### config.mk
export PLATFORM = sky130hd
export DESIGN_NAME = gregorian_date_converter_unit
export DESIGN_NICKNAME = d
export VERILOG_FILES = /design/src/gdc_pkg.sv /design/src/gregorian_date_converter_unit.sv /design/src/gdc_ctrl.sv /design/src/gdc_datapath.sv
export SDC_FILE = /design/constraint.sdc
export NUM_CORES = 1
export LEC_CHECK = 0
export BUFFER_PORTS_ARGS = -buffer_cell sky130_fd_sc_hd__buf_4
export CORE_UTILIZATION = 55
export DETAILED_ROUTE_END_ITERATION = 6
export HOLD_SLACK_MARGIN = 0.12
export PLACE_DENSITY = 0.75
export SYNTH_ARGS = -nofsm -noshare
export SYNTH_HDL_FRONTEND = slang
export SYNTH_SLANG_ARGS = --single-unit
export TNS_END_PERCENT = 10
### constraint.sdc
create_clock -name i_clk -period 5.8 [get_ports i_clk]
set_input_delay 1.16 -clock i_clk [delete_from_list [all_inputs] [get_ports i_clk]]
set_output_delay 1.16 -clock i_clk [all_outputs]
set_load 0.05 [all_outputs]
### src/gdc_pkg.sv
// shared types, command codes and calendar tables for the gregorian date converter
`timescale 1ns / 1ps

package gdc_pkg;

    // command codes
    localparam logic [1:0] CMD_DATE_TO_DOY = 2'd0;
    localparam logic [1:0] CMD_ORD_TO_DATE = 2'd1;
    localparam logic [1:0] CMD_SER_TO_DATE = 2'd2;

    // internal year counter width, covers the full parameter range
    localparam int YEAR_W = 16;

    // year lengths
    localparam logic [8:0] DAYS_LEAP   = 9'd366;
    localparam logic [8:0] DAYS_COMMON = 9'd365;

    // input word
    typedef struct packed {
        logic [1:0]  command;
        logic [13:0] year;
        logic [3:0]  month;
        logic [4:0]  day;
        logic [21:0] day_number;
    } t_in_word;

    // result word
    typedef struct packed {
        logic [13:0] out_year;
        logic [3:0]  out_month;
        logic [4:0]  out_day;
        logic [8:0]  day_of_year;
        logic        status;
    } t_out_word;

    // controller to datapath commands
    typedef struct packed {
        logic load;
        logic year_step;
        logic month_enter;
        logic month_step;
        logic emit;
    } t_ctrl_cmd;

    // datapath to controller status
    typedef struct packed {
        logic in_ok;
        logic year_done;
        logic month_done;
    } t_dp_status;

    // month length, month given 1..12
    function automatic logic [4:0] month_len(input logic [3:0] m, input logic leap);
        logic [4:0] n;
        case (m)
            4'd1:    n = 5'd31;
            4'd2:    n = leap ? 5'd29 : 5'd28;
            4'd3:    n = 5'd31;
            4'd4:    n = 5'd30;
            4'd5:    n = 5'd31;
            4'd6:    n = 5'd30;
            4'd7:    n = 5'd31;
            4'd8:    n = 5'd31;
            4'd9:    n = 5'd30;
            4'd10:   n = 5'd31;
            4'd11:   n = 5'd30;
            4'd12:   n = 5'd31;
            default: n = 5'd31;
        endcase
        return n;
    endfunction

endpackage

### src/gregorian_date_converter_unit.sv
// Sequence: an invalid input goes from start through the check state to the result
// strobe; otherwise the unit walks years from year 1 (one year per cycle up to the
// target year), then months, at most 12, then emits; the year walk is the longest part.
// Throughput: one word at a time; start is taken in the cycle the result strobes.
// Reset: synchronous active-low i_rst_n returns the controller to idle and clears
// the strobe; the result is shown for one cycle and the receiver cannot stall.
`timescale 1ns / 1ps

module gregorian_date_converter_unit
    import gdc_pkg::*;
#(
    parameter int MAX_YEAR = 9999
) (
    input  logic      i_clk,
    input  logic      i_rst_n,
    input  logic      start,
    input  t_in_word  i_word,
    output logic      busy,
    output t_out_word o_result,
    output logic      o_valid
);

    t_ctrl_cmd  cmd;
    t_dp_status status;

    // controller
    gdc_ctrl u_ctrl (
        .i_clk    (i_clk),
        .i_rst_n  (i_rst_n),
        .i_start  (start),
        .i_status (status),
        .o_cmd    (cmd),
        .o_busy   (busy)
    );

    // datapath
    gdc_datapath #(
        .MAX_YEAR (MAX_YEAR)
    ) u_datapath (
        .i_clk    (i_clk),
        .i_rst_n  (i_rst_n),
        .i_word   (i_word),
        .i_cmd    (cmd),
        .o_status (status),
        .o_result (o_result),
        .o_valid  (o_valid)
    );

`ifndef SYNTHESIS
    // accepted word makes the unit busy
    a_start_busy: assert property (@(posedge i_clk) disable iff (!i_rst_n)
        (start && !busy) |=> busy)
        else $error("unit not busy after accepted word");

    // result strobe only once the unit has gone idle
    a_valid_idle: assert property (@(posedge i_clk) disable iff (!i_rst_n)
        o_valid |-> !busy)
        else $error("result strobe while busy");

    // error result carries zero fields
    a_err_zero: assert property (@(posedge i_clk) disable iff (!i_rst_n)
        (o_valid && o_result.status) |-> (o_result.out_year == 14'd0
            && o_result.out_month == 4'd0 && o_result.out_day == 5'd0
            && o_result.day_of_year == 9'd0))
        else $error("error result with nonzero fields");

    // good result has a real month and day
    a_ok_range: assert property (@(posedge i_clk) disable iff (!i_rst_n)
        (o_valid && !o_result.status) |-> (o_result.out_month >= 4'd1
            && o_result.out_month <= 4'd12 && o_result.out_day >= 5'd1
            && o_result.day_of_year >= 9'd1))
        else $error("good result out of range");
`endif

endmodule

### src/gdc_ctrl.sv
// controller state machine for the gregorian date converter
`timescale 1ns / 1ps

module gdc_ctrl
    import gdc_pkg::*;
(
    input  logic       i_clk,
    input  logic       i_rst_n,
    input  logic       i_start,
    input  t_dp_status i_status,
    output t_ctrl_cmd  o_cmd,
    output logic       o_busy
);

    localparam logic [1:0] ST_IDLE  = 2'd0;
    localparam logic [1:0] ST_CHECK = 2'd1;
    localparam logic [1:0] ST_YEAR  = 2'd2;
    localparam logic [1:0] ST_MONTH = 2'd3;

    logic [1:0] r_state;
    logic [1:0] n_state;

    // next state and datapath commands
    always_comb begin
        n_state = r_state;
        o_cmd   = '0;
        case (r_state)
            ST_IDLE: begin
                if (i_start) begin
                    o_cmd.load = 1'b1;
                    n_state    = ST_CHECK;
                end
            end
            ST_CHECK: begin
                if (i_status.in_ok) begin
                    n_state = ST_YEAR;
                end else begin
                    o_cmd.emit = 1'b1;
                    n_state    = ST_IDLE;
                end
            end
            ST_YEAR: begin
                if (i_status.year_done) begin
                    o_cmd.month_enter = 1'b1;
                    n_state           = ST_MONTH;
                end else begin
                    o_cmd.year_step = 1'b1;
                end
            end
            ST_MONTH: begin
                if (i_status.month_done) begin
                    o_cmd.emit = 1'b1;
                    n_state    = ST_IDLE;
                end else begin
                    o_cmd.month_step = 1'b1;
                end
            end
            default: begin
                n_state = ST_IDLE;
            end
        endcase
    end

    // state register
    always_ff @(posedge i_clk) begin
        if (!i_rst_n) begin
            r_state <= ST_IDLE;
        end else begin
            r_state <= n_state;
        end
    end

    assign o_busy = (r_state != ST_IDLE);

endmodule

### src/gdc_datapath.sv
// datapath for the gregorian date converter: year walk, month walk, result register
`timescale 1ns / 1ps

module gdc_datapath
    import gdc_pkg::*;
#(
    parameter int MAX_YEAR = 9999
) (
    input  logic       i_clk,
    input  logic       i_rst_n,
    input  t_in_word   i_word,
    input  t_ctrl_cmd  i_cmd,
    output t_dp_status o_status,
    output t_out_word  o_result,
    output logic       o_valid
);

    localparam logic [YEAR_W-1:0] MaxYear = YEAR_W'(MAX_YEAR);
    localparam int unsigned DaysMax =
        365 * MAX_YEAR + MAX_YEAR / 4 - MAX_YEAR / 100 + MAX_YEAR / 400;
    localparam logic [31:0] DaysMaxV = 32'(DaysMax);

    // captured request
    logic [1:0]        r_cmd;
    logic [13:0]       r_yr;
    logic [3:0]        r_mo;
    logic [4:0]        r_dy;
    logic              r_in_ok;
    // walk state
    logic [YEAR_W-1:0] r_year;
    logic [1:0]        r_mod4;
    logic [6:0]        r_mod100;
    logic [8:0]        r_mod400;
    logic [21:0]       r_rem;
    logic [3:0]        r_mon;
    logic [8:0]        r_doy;
    // result
    t_out_word         r_result;
    logic              r_valid;

    logic              leap;
    logic [8:0]        ylen;
    logic [4:0]        mlen;
    logic              in_ok;
    logic              year_ok;
    logic              final_ok;
    logic [21:0]       rem_inc;

    // leap year from the running residues
    assign leap = ((r_mod4 == 2'd0) && (r_mod100 != 7'd0)) || (r_mod400 == 9'd0);
    assign ylen = leap ? DAYS_LEAP : DAYS_COMMON;
    assign mlen = month_len(r_mon, leap);
    assign rem_inc = r_rem + 22'd1;

    // input range check at load
    assign year_ok = ({2'b00, i_word.year} >= YEAR_W'(1))
                  && ({2'b00, i_word.year} <= MaxYear);
    always_comb begin
        case (i_word.command)
            CMD_DATE_TO_DOY: begin
                in_ok = year_ok && (i_word.month >= 4'd1) && (i_word.month <= 4'd12);
            end
            CMD_ORD_TO_DATE: begin
                in_ok = year_ok && (i_word.day_number >= 22'd1)
                     && (i_word.day_number <= 22'(DAYS_LEAP));
            end
            CMD_SER_TO_DATE: begin
                in_ok = (i_word.day_number >= 22'd1)
                     && ({10'd0, i_word.day_number} <= DaysMaxV);
            end
            default: begin
                in_ok = 1'b0;
            end
        endcase
    end

    // walk termination flags
    always_comb begin
        o_status.in_ok = r_in_ok;
        if (r_cmd == CMD_SER_TO_DATE) begin
            o_status.year_done  = (r_rem < 22'(ylen));
        end else begin
            o_status.year_done  = (r_year == {2'b00, r_yr});
        end
        if (r_cmd == CMD_DATE_TO_DOY) begin
            o_status.month_done = (r_mon == r_mo);
        end else begin
            o_status.month_done = (r_mon == 4'd12) || (r_rem <= 22'(mlen));
        end
    end

    // final length checks that need the leap flag
    always_comb begin
        case (r_cmd)
            CMD_DATE_TO_DOY: final_ok = (r_dy >= 5'd1) && (r_dy <= mlen);
            CMD_ORD_TO_DATE: final_ok = (r_doy <= ylen);
            default:         final_ok = 1'b1;
        endcase
    end

    // request capture and walk registers
    always_ff @(posedge i_clk) begin
        if (i_cmd.load) begin
            r_cmd    <= i_word.command;
            r_yr     <= i_word.year;
            r_mo     <= i_word.month;
            r_dy     <= i_word.day;
            r_in_ok  <= in_ok;
            r_year   <= YEAR_W'(1);
            r_mod4   <= 2'd1;
            r_mod100 <= 7'd1;
            r_mod400 <= 9'd1;
            if (i_word.command == CMD_SER_TO_DATE) begin
                r_rem <= i_word.day_number - 22'd1;
            end else begin
                r_rem <= i_word.day_number;
            end
        end else if (i_cmd.year_step) begin
            r_year   <= r_year + YEAR_W'(1);
            r_mod4   <= r_mod4 + 2'd1;
            r_mod100 <= (r_mod100 == 7'd99)  ? 7'd0 : r_mod100 + 7'd1;
            r_mod400 <= (r_mod400 == 9'd399) ? 9'd0 : r_mod400 + 9'd1;
            if (r_cmd == CMD_SER_TO_DATE) begin
                r_rem <= r_rem - 22'(ylen);
            end
        end else if (i_cmd.month_enter) begin
            r_mon <= 4'd1;
            case (r_cmd)
                CMD_DATE_TO_DOY: begin
                    r_rem <= '0;
                end
                CMD_SER_TO_DATE: begin
                    r_rem <= rem_inc;
                    r_doy <= rem_inc[8:0];
                end
                default: begin
                    r_doy <= r_rem[8:0];
                end
            endcase
        end else if (i_cmd.month_step) begin
            r_mon <= r_mon + 4'd1;
            if (r_cmd == CMD_DATE_TO_DOY) begin
                r_rem <= r_rem + 22'(mlen);
            end else begin
                r_rem <= r_rem - 22'(mlen);
            end
        end
    end

    // result word
    always_ff @(posedge i_clk) begin
        if (i_cmd.emit) begin
            if (r_in_ok && final_ok) begin
                r_result.out_year  <= r_year[13:0];
                r_result.out_month <= r_mon;
                r_result.status    <= 1'b0;
                if (r_cmd == CMD_DATE_TO_DOY) begin
                    r_result.out_day     <= r_dy;
                    r_result.day_of_year <= r_rem[8:0] + 9'(r_dy);
                end else begin
                    r_result.out_day     <= r_rem[4:0];
                    r_result.day_of_year <= r_doy;
                end
            end else begin
                r_result.out_year    <= '0;
                r_result.out_month   <= '0;
                r_result.out_day     <= '0;
                r_result.day_of_year <= '0;
                r_result.status      <= 1'b1;
            end
        end
    end

    // one-cycle result strobe
    always_ff @(posedge i_clk) begin
        if (!i_rst_n) begin
            r_valid <= 1'b0;
        end else begin
            r_valid <= i_cmd.emit;
        end
    end

    assign o_result = r_result;
    assign o_valid  = r_valid;

endmodule

==> run_results.csv <==
group,metric,value,unit
worst_setup_path,worst_path_max_delay_cell,"a31oi_4",
die,start_util,56.6,%
yosys,synth_top_area_share,32.7,%
die,die_y,127,um
clocking,tritoncts,"yes",
clocking,ctsResizeCount,0,
worst_setup_path,crit_buf_inv,1,
min_path,worstHoldPathType,"reg -> reg",
worst_setup_path,startpoint_type,"flop",
finish,fin_util,65.4,%
clocking,clk-insertion-delay-late,430,ps
pwr,switching_share,37.5,%
placed_design,place_hpwl,15800,um
yosys,syn_area,0.00863,mm^2
detailed_routing,ant_nets,0,
timing,tightest_slew,1100,ps
grt,met2_usage,42.3,%
yosys,yosysWarnings,0,
pwr,ir_worst_vdd,0.000290,V
worst_setup_path,setup.worst_path.class,"reg -> reg",
detailed_routing,first_pass_iters,7,
die,rows,45,
worst_setup_path,rrSetupSlack,1540,ps
die,dieWidth,127,um
worst_setup_path,rr_worst_depth,14,
clocking,postCtsSetupRepairBufs,0,
die,io_pins,85,
grt,grt_pass1_vias,6974,
pwr,p_int,2.39,mW
run,maxCapViolations,0,
timing,period_needed,4260,ps
worst_setup_path,crit_start,"u_datapath.r_mod400[4]",
clocking,cts_made_buffers,17,
yosys,synth_top_area_cell,"edfxtp_1",
clocking,cts_sinks,131,
status,failed_checks,"design-rule violations",
grt,grt_use_total,28.5,%
finish,area_growth,15.6,%
die,dieArea,0.0162,mm^2
yosys,synthFlopType,"edfxtp_1",
clocking,cts_buffer_depth,2,
detailed_routing,wirelength,22500,um
pwr,power_density,384,mW/mm^2
pwr,p_total,3.83,mW
grt,grt_use_met3,7.45,%
finish,drive_above_1_share,14.2,%
worst_setup_path,r2r-start,"u_datapath.r_mod400[4]",
placed_design,numPortBuffers,84,
detailed_routing,drc,3,
yosys,synthTopCellsByArea,"edfxtp_1 33%, dfxtp_1 8.6%, xnor2_1 5.5%",
worst_setup_path,reg2reg_to,"u_datapath.o_result[9]",
timing,timing.fmax,0.235,GHz
worst_setup_path,critPathTopFamily,"compound AO/OA/AOI/OAI gates",
yosys,synth-edff-count,94,
pwr,leakage,3.61,nW
yosys,synth_nets,995,
min_path,hold_start,"u_datapath.r_year[15]",
pwr,p_switching,1.44,mW
min_path,min_to,"u_datapath.r_year[15]",
detailed_routing,drt_iter0_drc,875,
yosys,ys_types,78,
worst_setup_path,max_stage_delay,890,ps
pwr,seqPwrFrac,38.3,%
worst_setup_path,crit_top_cell,"nand2_1",
worst_setup_path,worstPathMaxFanout,35,
die,core,0.0153,mm^2
timing,relSlewSlack,26.7,%
finish,final_area,0.00998,mm^2
worst_setup_path,cp.required,5840,ps
grt,grt_pass1_wl,35800,um
yosys,avgSynthCellArea,9.47,um^2
yosys,ys_ff_latch,131,
detailed_routing,wl_per_cell,18.9,um
timing,rsz0062_at_grt,"no",
timing,min_period_over_period,73.5,%
timing,fin_worst_skew,8.68,ps
timing,setup_viol,0,
pwr,power_frac_comb,32.7,%
min_path,worstHoldPathCells,2,
grt,grt_max_degree,69,
clocking,htreeDepth,4,
worst_setup_path,cp-end-kind,"flop",
clocking,path_clk_slew,60,ps
clocking,postCtsHoldBufs,0,
placed_design,placed_cell_area,0.00936,mm^2
grt,use_met1,39.7,%
detailed_routing,vias,7504,
pwr,pwr-share-clk,29.0,%
grt,gr-max-usage-layer,"met2",
worst_setup_path,cp_cell_sequence,"nor3_1, and3_1, a21oi_1, buf_4, nand2_1, nand2_1, o21ai_0, ha_1, fa_1, and4b_1, nor4bb_1, o211ai_1, a21o_1, a31oi_4",
finish,nets,1048,
detailed_routing,viasPerCell,6.32,
grt,overflow,0,
yosys,synth-async-reset-ratio,0,%
clocking,root_buffer,"clkbuf_16",
timing,fin_setup_tns,0,ps
timing,slew_violations,0,
finish,diodes,0,
yosys,synthCells,911,
timing,finalHoldViolCount,0,
placed_design,place.gp.congestion,0.952,
grt,antenna_found_initial,0,
status,status,"finished with violations",
worst_setup_path,critPathArrivalTime,4310,ps
yosys,yosysSeqAreaShare,41.3,%
## worst register-to-register path, cell delays in order, from the launching register on
cell	delay (ps)
dfxtp_1	350
nor3_1	280
and3_1	200
a21oi_1	50
buf_4	170
nand2_1	70
nand2_1	50
o21ai_0	370
ha_1	270
fa_1	210
and4b_1	260
nor4bb_1	280
o211ai_1	170
a21o_1	250
a31oi_4	890
## cell families after synthesis
family          Yosys count  synth area share (%)
xor+xnor                 97                  9.84
buf+inv                  90                  4.23
simple gates            347                  22.0
mux                      14                  1.62
compound gates          198                  15.8
flops                   131                  41.3
fa+ha+maj                34                  5.28
## stage by stage
stage / instances / hold WS [ps] / setup WS [ps]
2_1_floorplan: 911 / 452 / 1150
3_3_place_gp: 1156 / 467 / 1670
3_5_place_dp: 1156 / 477 / 1570
4_1_cts: 1188 / 486 / 1550
5_1_grt: 1188 / 528 / 1330
6_report: 1188 / 485 / 1540
## synth_stat cells (all sizes together), types with 11 or more instances
cell type	number
nand3	34
a22oi	13
nand4	13
a211oi	11
buf	17
ha	30
mux2i	14
or3	15
nand2	59
xor2	43
nor3b	20
nor4	21
dfxtp	37
nor2	63
xnor2	54
nor3	47
and3	17
edfxtp	94
a21oi	48
or4	14
inv	31
o21ai	33
clkbuf	41
## placed cells by master, fill, tap and decap left out, drive strengths merged, types with 10 or more instances in the layout
| cell type | netlist | final |
|---|---|---|
| a211oi | 11 | 11 |
| a21oi | 48 | 48 |
| a22oi | 13 | 13 |
| and3 | 17 | 17 |
| buf | 17 | 92 |
| clkbuf | 41 | 20 |
| dfxtp | 37 | 37 |
| edfxtp | 94 | 94 |
| ha | 30 | 30 |
| inv | 31 | 37 |
| mux2i | 14 | 14 |
| nand2 | 59 | 59 |
| nand2b | 10 | 10 |
| nand3 | 34 | 34 |
| nand4 | 13 | 13 |
| nor2 | 63 | 63 |
| nor3 | 47 | 47 |
| nor3b | 20 | 20 |
| nor4 | 21 | 21 |
| o21ai | 33 | 33 |
| o31ai | 10 | 10 |
| or3 | 15 | 15 |
| or4 | 14 | 14 |
| xnor2 | 54 | 54 |
| xor2 | 43 | 43 |
## power by group through the flow
stage	clock network [mW]	registers [mW]	logic, mW
5_1_grt	1.16	1.49	1.37
2_1_floorplan	0	1.37	0.965
3_3_place_gp	0	1.46	1.20
6_report	1.11	1.47	1.25
4_1_cts	1.12	1.45	1.24
3_5_place_dp	0	1.47	1.22
## worst max path at each step
| stage | endpoint | cells after the start |
|---|---|---|
| floorplan | u_datapath.o_result[0] | 13 |
| global placement | u_datapath.o_result[15] | 14 |
| detailed placement | u_datapath.o_result[9] | 14 |
| CTS | u_datapath.o_result[9] | 14 |
| global route | u_datapath.o_result[6] | 14 |
| finish | u_datapath.o_result[9] | 14 |
## area by class of cell
class	count	area, um^2
Fill cell	1221	5280
Multi-Input combinational cell	690	4720
Sequential cell	131	3560
Timing Repair Buffer	92	691
Clock buffer	20	479
Tap cell	211	264
Clock inverter	12	139
Inverter	32	120
## layer usage
metal | part of all wire [%] | vias up
met5 | 0 | -
met1 | 44 | 3554
met3 | 8.6 | 49
met2 | 44 | 357
li1 | - | 3544
met4 | 2.6 | 0
## state kept, by name (all words and copies together), names as in the netlist, named ones only
| name | count |
|---|---|
| u_ctrl.r_state | 1 |
| u_datapath.o_result | 33 |
| u_datapath.o_valid | 1 |
| u_datapath.r_cmd | 2 |
| u_datapath.r_doy | 9 |
| u_datapath.r_dy | 5 |
| u_datapath.r_in_ok | 1 |
| u_datapath.r_mo | 4 |
| u_datapath.r_mod100 | 7 |
| u_datapath.r_mod4 | 2 |
| u_datapath.r_mod400 | 9 |
| u_datapath.r_mon | 4 |
| u_datapath.r_rem | 22 |
| u_datapath.r_year | 16 |
| u_datapath.r_yr | 14 |
Power figures use the tool's default switching activity.
